### src/rtl/core/kbs_queue.sv
// ----------------------------------------------------------------------------
// kbs_queue
// Short first-in first-out queue that decouples the bar intake from the
// signal evaluation. Entries are opaque words.
// ----------------------------------------------------------------------------
module kbs_queue #(
  parameter int WIDTH = 70,
  parameter int DEPTH = 4
) (
  input  logic             clk,
  input  logic             rst_n,
  input  logic             push_valid,
  output logic             push_ready,
  input  logic [WIDTH-1:0] push_data,
  output logic             pop_valid,
  input  logic             pop_ready,
  output logic [WIDTH-1:0] pop_data
);

  localparam int PW = (DEPTH > 1) ? $clog2(DEPTH) : 1;
  localparam int CW = $clog2(DEPTH + 1);

  logic [WIDTH-1:0] mem_r [DEPTH];
  logic [PW-1:0]    wr_ptr_r, rd_ptr_r;
  logic [CW-1:0]    count_r;
  logic             do_push, do_pop;

  assign push_ready = (count_r != CW'(DEPTH));
  assign pop_valid  = (count_r != '0);
  assign pop_data   = mem_r[rd_ptr_r];
  assign do_push    = push_valid && push_ready;
  assign do_pop     = pop_valid && pop_ready;

  // Pointer and fill count.
  always_ff @(posedge clk) begin
    if (!rst_n) begin
      wr_ptr_r <= '0;
      rd_ptr_r <= '0;
      count_r  <= '0;
    end else begin
      if (do_push) begin
        wr_ptr_r <= (wr_ptr_r == PW'(DEPTH - 1)) ? '0 : wr_ptr_r + PW'(1);
      end
      if (do_pop) begin
        rd_ptr_r <= (rd_ptr_r == PW'(DEPTH - 1)) ? '0 : rd_ptr_r + PW'(1);
      end
      if (do_push && !do_pop) begin
        count_r <= count_r + CW'(1);
      end else if (do_pop && !do_push) begin
        count_r <= count_r - CW'(1);
      end
    end
  end

  // Entry storage.
  always_ff @(posedge clk) begin
    if (do_push) begin
      mem_r[wr_ptr_r] <= push_data;
    end
  end

endmodule

### config.mk
export PLATFORM = sky130hd
export DESIGN_NAME = kbs_queue
export DESIGN_NICKNAME = d
export VERILOG_FILES = /design/src/rtl/core/kbs_queue.sv
export SDC_FILE = /design/constraint.sdc
export NUM_CORES = 1
export LEC_CHECK = 0
export ABC_AREA = 1
export BUFFER_PORTS_ARGS = -buffer_cell sky130_fd_sc_hd__clkbuf_2
export CORE_MARGIN = 2
export CORE_UTILIZATION = 25
export CTS_BUF_LIST = sky130_fd_sc_hd__clkbuf_8
export CTS_CLUSTER_DIAMETER = 100
export DETAILED_ROUTE_END_ITERATION = 6
export GPL_TIMING_DRIVEN = 0
export SLEW_MARGIN = 10
export SYNTH_ARGS = -nofsm -noshare
export SYNTH_HDL_FRONTEND = slang
export SYNTH_SLANG_ARGS = --single-unit
export TNS_END_PERCENT = 5
### constraint.sdc
create_clock -name clk -period 4.6 [get_ports clk]
set_clock_uncertainty 0.15 [all_clocks]
set_input_delay 0.46 -clock clk [delete_from_list [all_inputs] [get_ports clk]]
set_output_delay 0.46 -clock clk [all_outputs]
set_load 0.005 [all_outputs]
Yosys cells after proc, flatten, opt, wreduce, memory -nomap -nowiden
Memories as Yosys holds them, arrays and structs flattened. A register that Yosys moved wholly into a read port is not among the register bits. Index checks and enable logic that the tools add are counted.

Output and inout bits: 72. Memories kept: 1. Register bits: 7. Memory bits (writable): 280.

Memory list: mem_r (depth 4, width 70, read ports 1, clocked after Yosys merged registers in 1, wr ports 1, RTL line 23) `logic [WIDTH-1:0] mem_r [DEPTH];`.

Reductions and logical operators: 8. Equal/unequal tests: 3. Mux-type cells: 8. $add $sub $neg: 4.

Operator list (number): 2-bit two-way mux (4); 3-bit two-way mux (2); 2-bit by 1-bit adder with 2-bit output, second input constant (2); 2-bit == test, second input constant (2); 1-bit logical AND (4); 3-bit by 1-bit adder with 3-bit output, second input constant (1); 3-bit inequality test, second input constant (1); 3-bit nonzero test (1); 3-bit by 1-bit subtractor with 3-bit output, second input constant (1); 1-bit logical NOT (2); 1-bit two-way mux (2); 2-bit nonzero test (1).

Logic depth before layout (Yosys ltp)
Depth after elaboration: 6. Mapped depth: 13. Depth with buffers taken out: 13.

Worst setup path after synthesis
No wires, ideal clock.

Path type: register to register. Start point: register count_r[1]. End point: memory mem_r[0][0], enable pin. Clock period less this slack: 4.285 ns. Library setup time: 0.499 ns. Required time: 3.951 ns. Setup slack: 0.315 ns. Arrival time: 3.636 ns. Buffers on the path: 0. Cell stages (with the launch flop): 5. Cells stage by stage: dfxtp_1 nor2_1 nand2_1 nand2_1 nor2_1.

Cells in the longest elaborated chain, start to end: 4.

RTL lines: start, declared (RTL line 25) `logic [CW-1:0] count_r;`; start signal, assigned (RTL line 48) `count_r <= count_r + CW'(1);`; start signal, assigned (RTL line 50) `count_r <= count_r - CW'(1);`; 3-bit inequality test (RTL line 28) `assign push_ready = (count_r != CW'(DEPTH));`; via push_ready (RTL line 13) `output logic push_ready,`; 1-bit logical AND (RTL line 31) `assign do_push = push_valid && push_ready;`; 1-bit two-way mux (RTL line 57) `if (do_push) begin`; 1-bit two-way mux (not written as such) (RTL line 58) `mem_r[wr_ptr_r] <= push_data;`; end, declared (RTL line 23).

The timed path passes the listed nets, and every way through them passes these cells.

==> impl_metrics.toml <==
[outcome]
status = "finished, final reports clean"

[min_path]
hold_path.class = "input port to register"
min_from = "push_valid"

[global_routing]
overflow = 0
grt_pass1_wl_um = 44400
antenna_found_initial = 1
grt_pass1_vias = 7416
grt_max_degree = 23
grt_usage_pct = 12.6

[critical_path]
cp_cell_sequence = "inv_1, clkbuf_1, o21ai_1, o22ai_1, clkbuf_2"
startpoint_type = "register"
cp.arrival_ns = 2.91
rrSetupSlack_ns = 2.04
rr_startpoint = "count_r[1]"
slowest_stage = "inv_1"
worstPathRequired_ns = 3.99
crit_buf_inv = 3
cp-end-kind = "output pin"
slowest_delay_ns = 0.56
crit_type = "register to output pin"
path_delay_family = "buffers and inverters"
path_max_fanout = 10

[finish]
final_nets = 1107
design_area_um2 = 14900
stdcell_count = 1661
num_antenna_cells = 0
syn2layout_area_growth_pct = 30.0
drive_above_1_share_pct = 31.0
fill_cells = 4514

[synthesis]
synth_mux_area_share_pct = 0
synth-async-reset-ratio_pct = 0
syn-num-nets = 827
synth_top_family_by_area = "compound AO/OA/AOI/OAI gates"
yosysTopAreaCell = "edfxtp_1"
yosysUniqueCellTypes = 21
synth_area_leaders = "edfxtp_1 73%, o21ai_0 4.9%, o22ai_2 4.4%, nor2_4 3.9%, nor2_1 3.8%"
synth_edf_count = 280
synthDominantCellAreaShare_pct = 73.5
yosysWarnings = 0
avgSynthCellArea_um2 = 15.3
synth_commonest_cells = "280 x edfxtp_1, 115 x nor2_1, 112 x o21ai_0, 40 x nor2_4, 40 x o22ai_2"
ys_seq_area_share_pct = 75.1
synthXorXnorAreaFrac_pct = 0
syn_area_um2 = 11400
postSynthCellCount = 746
synth-simple-area-share_pct = 8.41
synth_ff_type = "edfxtp_1"
yosys.cell_count.top_type = "edfxtp_1"
synth_fa_ha_area_share_pct = 0.831
synth_seq_cells = 289
synth_compound_area_share_pct = 12.4

[route]
dr.pass1.iters = 4
wl_per_cell_um = 18.0
drt-met1-wl_um = 13500
drt_iter0_markers = 580
drc = 0
wl_met2_um = 14100
vias_per_cell = 4.32
dr_total_vias = 7178
wl_met3_um = 1650
routed_wl_um = 29900
postRouteAntennaNets = 0
top_layer = "met4"

[clocking]
path_clk_slew_ns = 0.06
cts_setup_buffers = 0
numCtsBuffers = 50
cts_max_level = 2
cts_tree = "done"
cts.root.buffer_cell = "clkbuf_8"
ctsLongestPathBuffers = 3
insertion_delay_ns = 0.58
cts_sinks = 289

[die]
die_h_um = 218
ioPinCount = 146
row_count = 78
die_w_um = 218
die_area_um2 = 47500
initial_utilization_pct = 25.3
core_area_um2 = 45300

[power_and_ir_drop]
peakVddDrop_mv = 0.297
p_per_area_nw_per_um2 = 531
leakage_nw = 5.24

[job]
drv_cap = 0

[placement]
place_hpwl_um = 18700
placed_area_um2 = 13200
pre_cts_ws_ns = 1.56
dpl.cell_count = 1503
place_congestion = 0.696
io_buffer_count = 145

[timing]
fmax_mhz = 284
finalCritPeriodShare_pct = 76.4
period_minus_slack_ns = 3.52
setup_viol = 0
finalWorstSetupSlack_ns = 1.08
final_hold_viol_count = 0
tightest_slew_ns = 0.853
fin_tns_setup_ns = 0
slew_viol_final = 0
max_slew_margin_pct = 43.0
rsz0062_at_grt = "false"
## through the flow
step                      utilization [%]  total power, mW  hold slack, ns
final                                32.9             7.90          0.0670
after global routing                 32.9             8.39          0.0489
after CTS                            32.9             8.08         0.00589
after detailed placement             29.2             5.78           0.360
after global placement               28.5             5.71           0.344
after floorplan                         -             4.68           0.330
## path summary, 6_finish.rpt
check / endpoint / cells after the start
worst max-delay path: pop_data[24] / 5
worst min register to register: count_r[0] / 2
worst max register to register: mem_r[1][6] / 6
worst min-delay path: wr_ptr_r[1] / 3
## worst min-delay path, stage by stage
cell	delay, ns
clkbuf_2	0.13
a21oi_1	0.08
nor2_1	0.09
## where the power goes
group | leakage, nW | switching, mW | internal, mW
Sequential | 2.64 | 0.102 | 3.21
Combinational | 2.07 | 1.49 | 0.916
Clock | 0.526 | 1.02 | 1.17
Total | 5.24 | 2.61 | 5.29
## placed cells by master (no fill, tap or decap), types with 2 or more instances in the layout
master,instances
a21oi_1,3
buf_12,10
buf_16,7
buf_2,11
buf_6,7
bufinv_16,2
clkbuf_1,21
clkbuf_2,145
clkbuf_8,53
clkinv_1,9
clkinv_2,7
clkinvlp_4,2
dfxtp_1,9
dlygate4sd3_1,71
edfxtp_1,280
ha_1,6
inv_1,30
nand2_1,15
nand3_1,2
nor2_1,111
nor2_4,44
o21ai_0,112
o21ai_1,30
o22ai_1,30
o22ai_2,40
## registers in the layout, indices dropped and copies added (netlist names), named ones only
| signal | count |
|---|---|
| wr_ptr_r | 2 |
| rd_ptr_r | 2 |
| mem_r | 280 |
| count_r | 3 |
## per-layer routing
| layer | GRT usage [%] | vias to the layer above |
|---|---|---|
| met5 | 0 | - |
| met4 | 3.92 | 0 |
| met3 | 3.36 | 45 |
| met2 | 20.0 | 175 |
| met1 | 16.7 | 3586 |
| li1 | - | 3372 |
## cells by family after synthesis
logic type	after synthesis
buffers and inverters	61
AOI/OAI and AO/OA	215
adders and majority gates	7
and+or+nand+nor	174
DFF	289
## area by class of cell
type / count / area, um^2 / area share [%]
Sequential cell: 289 / 8590 / 57.7
Clock buffer: 53 / 729 / 4.90
Clock inverter: 34 / 196 / 1.32
Tap cell: 600 / 751 / 5.05
Multi-Input combinational cell: 396 / 2500 / 16.8
Buffer: 44 / 313 / 2.10
Inverter: 17 / 68.8 / 0.463
Timing Repair Buffer: 228 / 1730 / 11.6
## timing repair
action,4_1_cts,5_1_grt
endpoints found under the hold margin,288,0
resized for setup,0,0
hold buffers,71,0
Power figures use the tool's default switching activity.
