[src/rtl/core/kbs_front.sv]
// ----------------------------------------------------------------------------
// kbs_front
// Bar intake: computes each bar's true range against the previous close,
// keeps the range window and its running sum, tracks warm-up, and queues
// {warm flag, range sum, close} for the evaluation stage.
// ----------------------------------------------------------------------------
module kbs_front #(
  parameter int WINDOW     = 20,
  parameter int PRICE_BITS = 32,
  localparam int RSW       = PRICE_BITS + $clog2(WINDOW),
  localparam int EW        = 1 + RSW + PRICE_BITS
) (
  input  logic                  clk,
  input  logic                  rst_n,
  input  logic                  in_valid,
  output logic                  in_ready,
  input  logic [PRICE_BITS-1:0] high_price,
  input  logic [PRICE_BITS-1:0] low_price,
  input  logic [PRICE_BITS-1:0] close_price,
  output logic                  push_valid,
  input  logic                  push_ready,
  output logic [EW-1:0]         push_data
);

  localparam int BW = $clog2(WINDOW + 2);

  logic [PRICE_BITS-1:0] prev_close_r;
  logic [PRICE_BITS-1:0] range_hist_r [WINDOW];
  logic [RSW-1:0]        range_sum_r, range_sum_nxt;
  logic [BW-1:0]         bars_seen_r;
  logic                  warm;
  logic                  take;
  logic [PRICE_BITS-1:0] span, d_high, d_low, t_range;

  assign in_ready   = push_ready;
  assign push_valid = in_valid;
  assign take       = in_valid && push_ready;
  assign warm       = (bars_seen_r >= BW'(WINDOW + 1));

  // True range: the largest of the bar span and the gaps to the previous close.
  always_comb begin
    span    = (high_price > low_price) ? high_price - low_price : '0;
    d_high  = (high_price >= prev_close_r) ? high_price - prev_close_r
                                           : prev_close_r - high_price;
    d_low   = (low_price >= prev_close_r) ? low_price - prev_close_r
                                          : prev_close_r - low_price;
    t_range = span;
    if (d_high > t_range) begin
      t_range = d_high;
    end
    if (d_low > t_range) begin
      t_range = d_low;
    end
    range_sum_nxt = range_sum_r - RSW'(range_hist_r[WINDOW-1]) + RSW'(t_range);
  end

  assign push_data = {warm, range_sum_nxt, close_price};

  // Window state: the oldest range drops out of the sum as the new one enters.
  always_ff @(posedge clk) begin
    if (!rst_n) begin
      prev_close_r <= '0;
      range_sum_r  <= '0;
      bars_seen_r  <= '0;
      for (int i = 0; i < WINDOW; i++) begin
        range_hist_r[i] <= '0;
      end
    end else if (take) begin
      prev_close_r    <= close_price;
      range_sum_r     <= range_sum_nxt;
      range_hist_r[0] <= t_range;
      for (int i = 1; i < WINDOW; i++) begin
        range_hist_r[i] <= range_hist_r[i-1];
      end
      if (!warm) begin
        bars_seen_r <= bars_seen_r + BW'(1);
      end
    end
  end

endmodule

[config.mk]
export PLATFORM = sky130hd
export DESIGN_NAME = kbs_front
export DESIGN_NICKNAME = d
export VERILOG_FILES = /design/src/rtl/core/kbs_front.sv
export SDC_FILE = /design/constraint.sdc
export NUM_CORES = 1
export LEC_CHECK = 0
export ABC_AREA = 1
export BUFFER_PORTS_ARGS = -buffer_cell sky130_fd_sc_hd__buf_2
export CAP_MARGIN = 25
export CELL_PAD_IN_SITES_DETAIL_PLACEMENT = 1
export CELL_PAD_IN_SITES_GLOBAL_PLACEMENT = 2
export CORE_UTILIZATION = 39
export CTS_CLUSTER_SIZE = 12
export DETAILED_ROUTE_END_ITERATION = 7
export PLACE_DENSITY_LB_ADDON = 0.1
export SETUP_SLACK_MARGIN = 0.02
export SYNTH_ARGS = -nofsm -noshare
export SYNTH_HDL_FRONTEND = slang
export SYNTH_SLANG_ARGS = --single-unit
[constraint.sdc]
create_clock -name clk -period 32.3 [get_ports clk]
set_input_delay 6.46 -clock clk [delete_from_list [all_inputs] [get_ports clk]]
set_output_delay 6.46 -clock clk [all_outputs]
set_load 0.005 [all_outputs]
; ---- Word level (Yosys, flattened, before mapping)
; Memories as Yosys holds them, arrays and structs flattened.
; Cells that the tools add are included.
[word_totals]
register_bits = 74
mem_bits_rw = 640
in_bits = 100
out_inout_bits = 72
elab_cells = 70
mem_count = 1
[memory_table]
columns = name, words, width, rd, rd_clocked_by_memory_dff, write_ports, line_no
row1 = range_hist_r, 20, 32, 20, 0, 20, 28  ; logic [PRICE_BITS-1:0] range_hist_r [WINDOW];
[classes]
addsub = 8
order_cmp = 6
mux = 29
bitwise_logic = 21
reduce_logical = 2
[op_table]
columns = op, n
row1 = two-way mux 32 bit, 25
row2 = subtractor 32 bit, 5
row3 = > comparator 32 bit, 3
row4 = >= comparator 32 bit, 2
row5 = adder 37 x 32 -> 37 bit, 1
row6 = subtractor 37 x 32 -> 37 bit, 1
row7 = bitwise OR 1 bit, 20
row8 = adder 5 x 1 -> 5 bit (second input constant), 1
row9 = >= comparator 5 bit (second input constant), 1
row10 = two-way mux 1 bit, 4
row11 = AND reduction 2 bit, 1
row12 = logical AND 1 bit, 1
row13 = NOT 1 bit, 1

; ---- Logic depth before layout (Yosys ltp)
[logic_depth]
depth_word = 7
ltp_mapped = 67
ltp_nobuf = 64

; ---- Least setup slack after synthesis
; No wires, ideal clock.
[synth_timing]
kind = input to register
startpoint = input rst_n
endpoint = memory range_hist_r[0][0], enable pin
setup_ns = 1.254
arrival_ns = 24.364
t_required_ns = 31.046
slack_ns = 6.682
cell_stages = 5
path_buffers = 2
cell_sequence = inv_1 > nor2_1 > inv_1 > clkbuf_1 > clkbuf_1
[synth_rtl]
columns = item, line_no
row1 = start: declaration, 14  ; input logic rst_n,
row2 = end: declaration, 28

; ---- Worst setup path after layout
[layout_timing]
startpoint = input high_price[15]
endpoint = output push_data[67]
[layout_between]
elab_chain_len = 7
word_cells_on_any_way = 12
classes_between = 4 x add/sub / 4 x order compare / 4 x mux
[layout_lines]
columns = item, line_no
row1 = start: declaration, 17  ; input logic [PRICE_BITS-1:0] high_price,
row2 = "subtractor 32 bit, or another cell as far along", 44  ; : prev_close_r - high_price;
row3 = "two-way mux 32 bit, on equally long branches", "43, 42"
row4 = > comparator 32 bit, 48  ; if (d_high > t_range) begin
row5 = two-way mux 32 bit *, 48
row6 = > comparator 32 bit, 51  ; if (d_low > t_range) begin
row7 = two-way mux 32 bit *, 51
row8 = adder 37 x 32 -> 37 bit *, 54  ; range_sum_nxt = range_sum_r - RSW'(range_hist_r[WINDOW-1]) + RSW'(t_range);
row9 = end: declaration, 22  ; output logic [EW-1:0] push_data
; Mark *: on every way between the ends. The rest lies on a longest branch, timed or not.

==> results.yml <==
cells_and_area:
  antenna_cells: 0
  fin_nets: 5271
  fin_cells: 6327
  drive_gt1_share_pct: 10.0
  syn2layout_area_growth_pct: 11.0
outcome:
  outcome: "complete, no violations"
logic_synthesis:
  async_flop_share_pct: 0
  synth.net_count: 5144
  synth_area_sq_mm: 0.0419
  synthCells: 4747
  synth-main-ff-cell: "edfxtp_1"
  synthDistinctLibCells: 63
  synth.yosys.seq_area_share_pct: 49.4
  yosysWarnings: 0
  synth_seq_cells: 714
  synth_edf_count: 640
  syn-mean-instance-area_sq_um: 8.82
detailed_routing:
  viasPerCell: 4.89
  dr_total_vias: 30900
  dr.pass1.iters: 5
  drt_iter0_markers: 2151
  routed_wl_mm: 126
  drc: 0
  ant_nets: 0
  drt-wirelength-per-cell_um: 20.0
clock_tree:
  cts_sinks: 714
  hold_buffers: 0
  htreeDepth: 3
  postCtsSetupRepairBufs: 0
  clockRootBuffer: "clkbuf_16"
  clk_pin_slew_ns: 0.06
  clock_latency_ns: 0.65
  cts_made_buffers: 82
  post_cts_resized: 0
  cts_tree: "built"
  clockBufferDepth: 3
worst_setup_path:
  crit_required_ns: 25.84
  end_kind: "output pin"
  crit_slowest_cell: "inv_1"
  critPathArrivalTime_ns: 19.84
  worstSetupStartpointType: "primary input"
  path_class: "in2out"
  path_max_fanout: 41
  cp_slowest_stage_delay_ns: 0.80
  cp_common_cell: "nand2_1"
sta:
  fmax_mhz: 38.0
  fin_crit_sh_pct: 81.4
  rsz0062_at_grt: "false"
  tightest_slew_ns: 1.06
  setup_viol: 0
  slew_headroom_pct: 29.4
  fin_skew_ns: 0.0291
  hold_violations: 0
  slew_violations: 0
  fin_crit_ns: 26.30
  finalSetupTns_ns: 0
die:
  core_sq_mm: 0.106
  dieArea_sq_mm: 0.109
  fp.dieH_um: 330
  rows: 119
  io_pins: 172
  fp.dieW_um: 330
  start_util_pct: 39.6
placed_design:
  hpwl_mm: 97.8
  numPortBuffers: 171
  dp_cells: 6179
  gp_congestion: 0.918
run:
  maxCapViolations: 0
global_routing:
  grt_max_degree: 198
  track_usage_pct: 23.4
  grt_pass1_vias: 31200
  grt_first_pass_wirelength_mm: 191
  grt-ovfl-total: 0
  grt_antenna_before_repair: 3
pwr:
  leakage_nw: 21.5
  max-vdd-ir-drop_mv: 0.112
  powerDensity_mw_per_mm2: 92.4
worst_hold_path:
  hp-class: "reg2reg"
Yosys cell counts, types with 4 or more instances:
cell,n,area [sq um]
a211oi_1,11,82.6
fa_1,37,741
a21oi_2,4,35.0
buf_6,4,45.0
a221oi_1,6,52.6
xnor2_1,37,324
nand2_1,559,2100
o21ai_0,184,921
a31oi_1,34,213
o21bai_1,10,75.1
clkbuf_1,91,342
a21oi_1,287,1440
nand4_1,11,68.8
dfxtp_1,74,1480
xor2_1,75,657
o2111ai_1,9,78.8
nand2_4,34,383
ha_1,260,3250
mux2i_1,13,130
o211ai_1,11,82.6
inv_1,1158,4350
o22ai_1,24,150
nor2_2,33,206
a21boi_0,4,30.0
nor3_1,22,110
inv_2,11,41.3
o21a_1,13,97.6
buf_2,9,45.0
o21ai_1,12,60.1
edfxtp_1,640,19200
a21o_1,14,105
nand3_2,35,350
and2_1,34,213
buf_4,42,315
o221ai_1,8,70.1
nand2_2,45,282
nor4_1,5,31.3
nand3_1,88,440
or2_2,12,75.1
a21boi_1,4,30.0
nor2_1,747,2800
per-stage QoR:
| stage | instance area, sq um | hold slack, ns | util [%] | power, mW | setup WS (ns) |
|---|---|---|---|---|---|
| global route | 46500 | 0.483 | 43.9 | 4.61 | 5.41 |
| global placement | 43900 | 0.450 | 41.4 | 3.38 | 6.30 |
| floorplan | 41900 | 0.436 | - | 2.45 | 6.68 |
| CTS | 46500 | 0.474 | 43.9 | 4.31 | 6.32 |
| detailed placement | 43900 | 0.465 | 41.5 | 3.38 | 6.36 |
| finish | 46500 | 0.470 | 43.9 | 4.29 | 6.00 |
registers in the layout, summed over array words and instances (netlist names):
register      flops
bars_seen_r       5
prev_close_r     32
range_sum_r      37
range_hist_r    640
layer usage:
metal | track usage, % | wire, um | vias to the layer above
li1 | - | - | 15200
met3 | 4.34 | 6800 | 134
met1 | 34.6 | 62900 | 15000
met5 | 0 | 0 | -
met2 | 35.4 | 54100 | 594
met4 | 5.31 | 2670 | 0
critical path, delay by kind of cell:
kind,cells,cell delay (ns)
compound gates,16,4.27
xor+xnor,1,0.32
fa+ha+maj,5,1.76
buf+inv,9,1.97
simple gates,24,4.88
cells in the final DEF (no fill, tap or decap), drive strengths merged, types with 12 or more instances in the layout:
cell / instances
nor3: 23
and2: 34
ha: 260
o21ai: 199
clkbuf: 103
xnor2: 37
clkinv: 33
dfxtp: 74
o22ai: 24
nand3: 123
edfxtp: 640
xor2: 75
a21o: 14
mux2i: 13
a31oi: 34
or2: 12
nand4: 12
inv: 1174
fa: 37
a21oi: 292
nor2: 783
nand2: 639
o21a: 13
buf: 194
path summary, 6_finish.rpt:
check | slack (ns) | start | to | depth (start not counted)
max | 6.00 | high_price[15] | push_data[67] | 55
min | 0.47 | bars_seen_r[4]$_SDFFE_PN0P_ | bars_seen_r[4]$_SDFFE_PN0P_ | 2
max reg2reg | 18.68 | prev_close_r[1]$_SDFFE_PN0P_ | range_sum_r[35]$_SDFFE_PN0P_ | 56
min reg2reg | 0.47 | bars_seen_r[4]$_SDFFE_PN0P_ | bars_seen_r[4]$_SDFFE_PN0P_ | 2
where the power goes:
| part | switching [mW] | internal, mW |
|---|---|---|
| Combinational | 1.58 | 0.709 |
| Clock | 0.384 | 0.513 |
| Sequential | 0.0247 | 1.08 |
kinds of logic after synthesis:
logic type	count (synthesis)	share of synthesized area (%)
XOR/XNOR	112	2.34
buffers and inverters	1322	12.4
flip-flops	714	49.4
multiplexers	13	0.311
adder cells (fa/ha/maj)	297	9.54
AND/OR/NAND/NOR	1638	17.2
AO/OA/AOI/OAI	651	8.75
layout make-up:
| class | count | area (sq um) |
|---|---|---|
| Inverter | 1171 | 4410 |
| Sequential cell | 714 | 20700 |
| Tap cell | 1391 | 1740 |
| Multi-Input combinational cell | 2711 | 16000 |
| Timing Repair Buffer | 194 | 1110 |
| Clock buffer | 103 | 2180 |
| Fill cell | 12500 | 59400 |
| Clock inverter | 43 | 382 |
(Power assumes the default switching activity.)
