===== src/rtl/core/kbs_pkg.sv =====
// ----------------------------------------------------------------------------
// kbs_pkg
// Shared types and constants of the Keltner channel breakout block: the back
// end state type, the signal codes and the configuration register map.
// ----------------------------------------------------------------------------
package kbs_pkg;

  // Back end sequencer states.
  typedef enum logic [2:0] {
    BK_IDLE,
    BK_MAC,
    BK_TAIL,
    BK_SCALE,
    BK_DONE
  } back_state_t;

  // Breakout direction codes, two-bit two's complement.
  localparam logic [1:0] SIG_ZERO = 2'b00;
  localparam logic [1:0] SIG_POS  = 2'b01;
  localparam logic [1:0] SIG_NEG  = 2'b11;

  // Configuration register map.
  localparam int               CFG_ADDR_BITS   = 2;
  localparam int               CFG_DATA_BITS   = 32;
  localparam logic [1:0]       REG_BAND_MULT   = 2'd0;
  localparam int               BAND_MULT_BITS  = 12;
  localparam logic [11:0]      BAND_MULT_RESET = 12'd512;

  // Precision at which the EMA tap weights are built before rounding.
  localparam int               WEIGHT_PREC     = 56;

  // Result stream width: the signal sits in the low two bits.
  localparam int               OUT_TDATA_BITS  = 8;

endpackage


===== src/rtl/core/kbs_back.sv =====
// ----------------------------------------------------------------------------
// kbs_back
// Signal evaluation: runs the EMA centre line as a WINDOW+1 tap FIR through
// one shared multiplier, scales the band, compares and holds the result in
// the output register.
// ----------------------------------------------------------------------------
module kbs_back #(
  parameter int WINDOW           = 20,
  parameter int PRICE_BITS       = 32,
  parameter int WEIGHT_FRAC_BITS = 24,
  localparam int RSW             = PRICE_BITS + $clog2(WINDOW),
  localparam int EW              = 1 + RSW + PRICE_BITS
) (
  input  logic                               clk,
  input  logic                               rst_n,
  input  logic [kbs_pkg::BAND_MULT_BITS-1:0] band_mult,
  input  logic                               pop_valid,
  output logic                               pop_ready,
  input  logic [EW-1:0]                      pop_data,
  output logic                               out_valid,
  input  logic                               out_ready,
  output logic [1:0]                         out_signal,
  output logic                               out_warm
);

  import kbs_pkg::*;

  localparam int WB  = WEIGHT_FRAC_BITS;
  localparam int KW  = $clog2(WINDOW + 1);
  localparam int HW  = $clog2(WINDOW);
  localparam int PW  = PRICE_BITS + WB;
  localparam int AW  = PW + $clog2(WINDOW + 2);
  localparam int BPW = RSW + BAND_MULT_BITS;
  localparam int XW  = PRICE_BITS + WB + $clog2(WINDOW + 1) + $clog2(WINDOW + 2) + 14;

  // Tap weights, newest close first, oldest (seed) close last.
  function automatic logic [(WINDOW+1)*WB-1:0] build_weights();
    logic [127:0]              q;
    logic [127:0]              w;
    logic [(WINDOW+1)*WB-1:0]  tab;
    q   = 128'd1 << WEIGHT_PREC;
    tab = '0;
    for (int k = 0; k <= WINDOW; k++) begin
      if (k < WINDOW) begin
        w = (q * 128'd2) / (WINDOW + 1);
      end else begin
        w = q;
      end
      w = (w + (128'd1 << (WEIGHT_PREC - WB - 1))) >> (WEIGHT_PREC - WB);
      tab[k*WB +: WB] = w[WB-1:0];
      q = (q * (WINDOW - 1)) / (WINDOW + 1);
    end
    return tab;
  endfunction

  localparam logic [(WINDOW+1)*WB-1:0] WEIGHTS = build_weights();

  back_state_t           state_r, state_nxt;
  logic [PRICE_BITS-1:0] hist_r [WINDOW];
  logic [PRICE_BITS-1:0] close_r, close_nxt;
  logic [RSW-1:0]        rs_r, rs_nxt;
  logic                  warm_r, warm_nxt;
  logic                  run_r, run_nxt;
  logic [KW-1:0]         k_r, k_nxt;
  logic [PW-1:0]         prod_r, prod_nxt;
  logic                  pv_r, pv_nxt;
  logic [AW-1:0]         acc_r, acc_nxt;
  logic [XW-1:0]         l_r, l_nxt, c_r, c_nxt, b_r, b_nxt;
  logic                  out_valid_r, out_valid_nxt;
  logic [1:0]            sig_r, sig_nxt;
  logic                  owarm_r, owarm_nxt;
  logic                  shift, load;
  logic [KW-1:0]         hidx_full;
  logic [HW-1:0]         hidx;
  logic [PRICE_BITS-1:0] tap;
  logic [WB-1:0]         weight;
  logic [BPW-1:0]        bprod;
  logic                  above, below;

  assign out_valid  = out_valid_r;
  assign out_signal = sig_r;
  assign out_warm   = owarm_r;

  // Tap selection: age zero is the bar itself, older ages come from history.
  assign hidx_full = k_r - KW'(1);
  assign hidx      = hidx_full[HW-1:0];
  assign tap       = (k_r == '0) ? close_r : hist_r[hidx];
  assign weight    = WEIGHTS[int'(k_r)*WB +: WB];
  assign bprod     = BPW'(rs_r) * BPW'(band_mult);

  // Band comparison on the scaled terms.
  assign above = l_r > (c_r + b_r);
  assign below = c_r > (l_r + b_r);

  // Sequencer: next state and datapath updates.
  always_comb begin
    state_nxt     = state_r;
    close_nxt     = close_r;
    rs_nxt        = rs_r;
    warm_nxt      = warm_r;
    run_nxt       = run_r;
    k_nxt         = k_r;
    prod_nxt      = prod_r;
    pv_nxt        = pv_r;
    acc_nxt       = acc_r;
    l_nxt         = l_r;
    c_nxt         = c_r;
    b_nxt         = b_r;
    out_valid_nxt = out_valid_r && !out_ready;
    sig_nxt       = sig_r;
    owarm_nxt     = owarm_r;
    shift         = 1'b0;
    load          = 1'b0;
    pop_ready     = 1'b0;

    case (state_r)
      BK_IDLE: begin
        load = 1'b1;
      end
      BK_MAC: begin
        prod_nxt = tap * weight;
        pv_nxt   = 1'b1;
        if (pv_r) begin
          acc_nxt = acc_r + AW'(prod_r);
        end
        k_nxt = k_r + KW'(1);
        if (k_r == KW'(WINDOW)) begin
          state_nxt = BK_TAIL;
        end
      end
      BK_TAIL: begin
        acc_nxt   = acc_r + AW'(prod_r);
        pv_nxt    = 1'b0;
        state_nxt = BK_SCALE;
      end
      BK_SCALE: begin
        l_nxt     = (XW'(close_r) * XW'(WINDOW)) << (WB + 8);
        c_nxt     = (XW'(acc_r) * XW'(WINDOW)) << 8;
        b_nxt     = XW'(bprod) << WB;
        state_nxt = BK_DONE;
      end
      BK_DONE: begin
        if (!out_valid_r || out_ready) begin
          out_valid_nxt = 1'b1;
          owarm_nxt     = warm_r;
          if (run_r && above) begin
            sig_nxt = SIG_POS;
          end else if (run_r && below) begin
            sig_nxt = SIG_NEG;
          end else begin
            sig_nxt = SIG_ZERO;
          end
          shift     = 1'b1;
          state_nxt = BK_IDLE;
          load      = 1'b1;
        end
      end
      default: begin
        state_nxt = BK_IDLE;
      end
    endcase

    // Take the next queued bar; skip the filter when no signal can result.
    if (load && pop_valid) begin
      pop_ready = 1'b1;
      close_nxt = pop_data[PRICE_BITS-1:0];
      rs_nxt    = pop_data[PRICE_BITS +: RSW];
      warm_nxt  = pop_data[EW-1];
      run_nxt   = pop_data[EW-1] && (pop_data[PRICE_BITS +: RSW] != '0);
      k_nxt     = '0;
      acc_nxt   = '0;
      pv_nxt    = 1'b0;
      state_nxt = run_nxt ? BK_MAC : BK_DONE;
    end
  end

  // Control registers.
  always_ff @(posedge clk) begin
    if (!rst_n) begin
      state_r     <= BK_IDLE;
      out_valid_r <= 1'b0;
    end else begin
      state_r     <= state_nxt;
      out_valid_r <= out_valid_nxt;
    end
  end

  // Datapath registers.
  always_ff @(posedge clk) begin
    close_r <= close_nxt;
    rs_r    <= rs_nxt;
    warm_r  <= warm_nxt;
    run_r   <= run_nxt;
    k_r     <= k_nxt;
    prod_r  <= prod_nxt;
    pv_r    <= pv_nxt;
    acc_r   <= acc_nxt;
    l_r     <= l_nxt;
    c_r     <= c_nxt;
    b_r     <= b_nxt;
    sig_r   <= sig_nxt;
    owarm_r <= owarm_nxt;
  end

  // Close history, newest first, advanced once per finished bar.
  always_ff @(posedge clk) begin
    if (shift) begin
      hist_r[0] <= close_r;
      for (int i = 1; i < WINDOW; i++) begin
        hist_r[i] <= hist_r[i-1];
      end
    end
  end

endmodule


===== config.mk =====
export PLATFORM = sky130hd
export DESIGN_NAME = kbs_back
export DESIGN_NICKNAME = d
export VERILOG_FILES = /design/src/rtl/core/kbs_pkg.sv /design/src/rtl/core/kbs_back.sv
export SDC_FILE = /design/constraint.sdc
export NUM_CORES = 2
export LEC_CHECK = 0
export BUFFER_PORTS_ARGS = -buffer_cell sky130_fd_sc_hd__buf_2
export CELL_PAD_IN_SITES_DETAIL_PLACEMENT = 1
export CELL_PAD_IN_SITES_GLOBAL_PLACEMENT = 1
export CORE_MARGIN = 5
export CORE_UTILIZATION = 34
export CTS_BUF_LIST = sky130_fd_sc_hd__clkbuf_16
export CTS_CLUSTER_DIAMETER = 40
export DETAILED_ROUTE_END_ITERATION = 7
export HOLD_SLACK_MARGIN = 0.12
export PLACE_DENSITY_LB_ADDON = 0.1
export SLEW_MARGIN = 20
export SYNTH_ARGS = -nofsm -noshare
export SYNTH_HDL_FRONTEND = slang
export SYNTH_SLANG_ARGS = --single-unit

===== constraint.sdc =====
create_clock -name clk -period 27.2 [get_ports clk]
set_input_delay 0 -clock clk [delete_from_list [all_inputs] [get_ports clk]]
set_output_delay 0 -clock clk [all_outputs]
set_load 0.1 [all_outputs]

Word-level counts from Yosys, hierarchy flattened
Memory sizes are Yosys's and may differ from the RTL's.
Index checks and enable logic that the tools add are counted.
{ "word_totals": {"latch_bits": 0, "ram_bits": 640, "mem_bits_ro": 0, "mem_count": 1, "regBits": 349} }
{ "mem_list": {"columns": ["name", "words", "width", "read_ports", "rd_ports_with_merged_regs", "write_ports", "line_no", "rtl"], "rows": [
  ["hist_r", 20, 32, 20, 0, 20, "kbs_back.sv:59", "logic [PRICE_BITS-1:0] hist_r [WINDOW];"]
]} }
{ "op_classes": {"n_reduce_logical": 15, "mul": 5, "n_eq_ne": 9, "muxes": 18, "n_div": 0, "add_sub_neg": 5, "magnitude_cmp": 2, "n_shift": 1, "bitwise": 0} }
{ "ops": {"columns": ["cell", "count"], "rows": [
  ["$shiftx A504 B11 Y24 const A", 1],
  ["$pmux W61 S2", 1],
  ["$add A74 B73 Y75", 1],
  ["$gt A69 B75 Y1", 1],
  ["$add A69 B73 Y74", 1],
  ["$gt A74 B74 Y1", 1],
  ["$mul A61 B3 Y64 const B", 1],
  ["$add A61 B56 Y61", 1],
  ["$mux W61", 1],
  ["$mul A32 B24 Y56", 1],
  ["$mul A37 B12 Y49", 1],
  ["$reduce_bool A37 Y1", 1],
  ["$mul A32 B3 Y35 const B", 1],
  ["$mux W32", 1],
  ["$pmux W3 S5", 1],
  ["$mux W3", 4],
  ["$mul A5 B2 Y7 const B", 1],
  ["$mux W1", 7],
  ["$eq A3 B2 Y1 const B", 2],
  ["$ne A3 B3 Y1 const B", 2],
  ["$add A5 B1 Y5 const B", 1],
  ["$eq A5 B5 Y1 const B", 1],
  ["$logic_and A1 B1 Y1", 5],
  ["$logic_not A5 Y1", 1],
  ["12 further kinds", 16]
]} }

Depth between registers and ports, before layout
{ "logic_depth": {"depth_word": 7, "mapped_depth": 43} }

Worst setup path after synthesis
Ideal clock, no wire load.
{ "synth_path": {"path_kind": "reg2reg", "startpoint": "reg out_valid_r (netlist: out_valid)", "endpoint": "mem hist_r[0][0] (enable)", "stages_incl_launch_ff": 3, "setup_ps": 1665, "period_less_slack_ps": 29227, "path_slack_ps": -2027, "t_arrival_ps": 27562, "cell_sequence": "dfxtp_1 nor2b_1 nor2_1"} }
{ "synth_rtl": {"columns": ["element", "line_no", "rtl"], "rows": [
  ["start: declaration", "kbs_back.sv:69", "logic out_valid_r, out_valid_nxt;"],
  ["start signal: assignment", "kbs_back.sv:184", "out_valid_r <= out_valid_nxt;"],
  ["end: declaration", "kbs_back.sv:59", null]
]} }

Worst setup path after layout
{ "layout_path": {"startpoint": "reg k_r[0]", "endpoint": "reg prod_r[55], data pin"} }
{ "layout_via": {"elab_chain_len": 4, "elab_cells_between_ends": 7, "cone_classes": "add/sub: 1; mul: 2; shift: 1; mux: 1; reduce/logical: 1; memory: 1"} }
{ "layout_rtl": {"columns": ["element", "line_no", "rtl"], "rows": [
  ["start: declaration", "kbs_back.sv:64", "logic [KW-1:0] k_r, k_nxt;"],
  ["start signal: assignment", "kbs_back.sv:194", "k_r <= k_nxt;"],
  ["$sub A5 B1 Y5", "kbs_back.sv:85", "assign hidx_full = k_r - KW'(1);"],
  ["net hidx[0]", "kbs_back.sv:74", "logic [HW-1:0] hidx;"],
  ["$mem_v2 Z20 W32", null, null],
  ["$mux W32", "kbs_back.sv:87", "assign tap = (k_r == '0) ? close_r : hist_r[hidx];"],
  ["$mul A32 B24 Y56", "kbs_back.sv:121", "prod_nxt = tap * weight;"],
  ["end signal: assignment", "kbs_back.sv:195", "prod_r <= prod_nxt;"],
  ["end: declaration", "kbs_back.sv:65", "logic [PW-1:0] prod_r, prod_nxt;"]
]} }
The timed path passes the listed nets, and every way through them passes these cells.
A chain may end at the register's enable or synchronous reset.

==> out/metrics.yaml <==
status:
  status: "completed"
clock_network:
  clockRootBuffer: "clkbuf_16"
  cts.repair.resized: 0
  cts.sinks: 989
  cts_tree: "built"
  cts_made_buffers: 173
  clock_path_buffers: 4
  ctsHtreeMaxLevel: 4
  clk_pin_slew_ns: 0.05
  clock_latency_ns: 0.86
floorplan:
  die-area_um2: 268000
  core_um2: 257000
  fp-row-count: 186
  io_pins: 91
  dieWidth_um: 518
  initial_core_util: 0.341
  die_y_um: 518
flow_run:
  cap_viol_max_count: 0
timing:
  finalMaxSlewViolations: 0
  fin_ws_ns: 14.59
  setup_violations: 0
  setup_tns_ns: 0
  post-route-period-util: 0.463
  final.setup_skew_ns: 0.0895
  fmax_mhz: 79.3
  hold_viol_final: 0
  worst_pin_slew_ns: 1.13
  slew-limit-headroom: 0.247
  period_needed_ns: 12.61
  rsz0062_at_grt: "false"
global_route:
  antenna_found_initial: 8
  gr-usage-all-layers: 0.201
  grt_first_pass_wirelength_um: 419000
  grt_pass1_vias: 66946
  grt-ovfl-total: 0
  grt_max_degree: 204
placement:
  portBuffers: 90
  dp_slack_ns: 14.56
  gp_congestion: 0.833
  dp_hpwl_um: 203000
finish:
  most-common-layout-cells: "inv_1 (1117), fa_1 (955), edfxtp_1 (918)"
  final_common_cell: "inv_1"
  layout.nets: 9936
  area_delta_synth_final_pct: 13.4
  final_layout_size_suffix_gt1_frac: 0.0981
routing:
  dr.pass1.iters: 6
  drtAntennaViolNets: 0
  drtIter0Drc: 3537
  drc_errors: 0
  vias: 60151
  drt-total-wl_um: 267000
  routed_via_density: 5.14
  wire_per_inst_um: 22.8
synthesis:
  synth_fp_nets: 9775
  synthAdderAreaFrac: 0.319
  ys_types: 98
  synth_compound_area_frac: 0.0919
  ys_seq_elements: 989
  synth_cells: 8032
  synth_ff_type: "edfxtp_1"
  netlist_area_um2: 87600
  ys_seq_area_frac: 0.331
  synth_top_family_by_area: "adder cells"
  synth-simple-area-share: 0.111
  synth.mux.area_fraction: 0.0544
  ys_warn_count: 0
  async_reset_ff_frac: 0
  synth_area_per_cell_um2: 10.9
  synth_xor_xnor_area_share: 0.0289
  synth_edf_count: 918
critical_path:
  r2r_slack_ns: 14.59
  cp-start-kind: "flip-flop"
  cp.required_ns: 27.73
  max_stage_delay_ns: 0.86
  cpMostUsedCell: "fa_1"
  crit_type: "flip-flop to flip-flop"
  cp_max_fo: 49
  slowest_stage: "ha_4"
  worstPathArrival_ns: 13.14
  critPathCaptureType: "flip-flop"
hold_path:
  hold_class: "input pin to flip-flop"
## timing repair
action / in CTS / in global routing
setup buffers: 0 / 0
hold buffers: 147 / 0
hold endpoints to repair: 102 / 0
endpoints found under the setup margin: 0 / 0
## path summary, 6_finish.rpt
kind,from,to,cells past startpoint
max,k_r[0],prod_r[55],34
min,out_ready,out_valid,5
max reg2reg,k_r[0],prod_r[55],34
min reg2reg,hist_r[18][24],hist_r[19][24],0
## sequential cells by signal, summed over array words and instances, names as in the netlist, 2 cells and up
register,flops
acc_r,61
b_r,49
c_r,64
close_r,32
hist_r,640
k_r,5
l_r,35
out_signal,2
prod_r,56
rs_r,37
state_r,3
## cell usage after synthesis, types with 45 or more instances
cell      number  area (µm²)
o21bai_1      52         390
xor2_1       104         911
o21ai_0      164         821
dfxtp_1       71        1420
or2_2         45         282
nand3_1       99         495
nor3_1        67         335
nor2_1       638        2390
xnor2_1      183        1600
nor2b_1       60         375
edfxtp_1     918       27600
o21a_1        65         488
fa_1         955       19100
o21ai_1       58         290
a21o_1       214        1610
ha_1         702        8780
inv_1       1108        4160
nand4_1       70         438
and2_1       139         870
a21oi_1      395        1980
nand2b_1     103         644
clkbuf_1     280        1050
nand2_1      767        2880
mux4_2       192        4320
## worst max-delay path: cells and delay by family, from the launching register on
family,cells,cell delay (ns)
and+or+nand+nor,2,0.29
buffers and inverters,8,2.43
xor gates and xnor gates,1,0.08
DFF,1,0.80
AOI/OAI and AO/OA,11,2.69
adders and majority gates,9,4.66
muxes,3,1.18
## metal layers
metal,track usage,wire [µm],share of wire
met5,0,0,0
met2,0.332,126000,0.47
met4,0.0460,6170,0.023
met1,0.281,125000,0.47
met3,0.0254,9910,0.037
## metrics by stage
step	area [µm²]	instances	utilization	hold WS, ns
3_3_place_gp	92000	11254	0.358	0.178
4_1_cts	99300	11709	0.387	0.141
3_5_place_dp	92000	11254	0.358	0.179
6_report	99400	11712	0.387	0.182
5_1_grt	99400	11711	0.387	0.238
2_1_floorplan	87600	8032	-	0.0989
## kinds of logic (layout without fill, tap and decap cells)
| logic type | Yosys count | in the layout |
|---|---|---|
| and+or+nand+nor | 2140 | 2140 |
| adders and majority gates | 1657 | 1657 |
| buffers and inverters | 1478 | 1772 |
| AOI/OAI and AO/OA | 1244 | 1244 |
| DFF | 989 | 989 |
| xor gates and xnor gates | 288 | 288 |
| muxes | 236 | 236 |
| other | 0 | 2 |
## layout make-up
class,count,area [µm²]
Inverter,1125,4230
Sequential cell,989,29000
Clock inverter,131,1440
Tap cell,3384,4230
Timing Repair Buffer,339,2740
Antenna cell,2,5.00
Clock buffer,177,4430
Multi-Input combinational cell,5565,53300
Fill cell,27875,157000
Power is left out: the tool's default activity adds up to more than one toggle a clock period on the data nets, which glitch-free logic cannot reach.
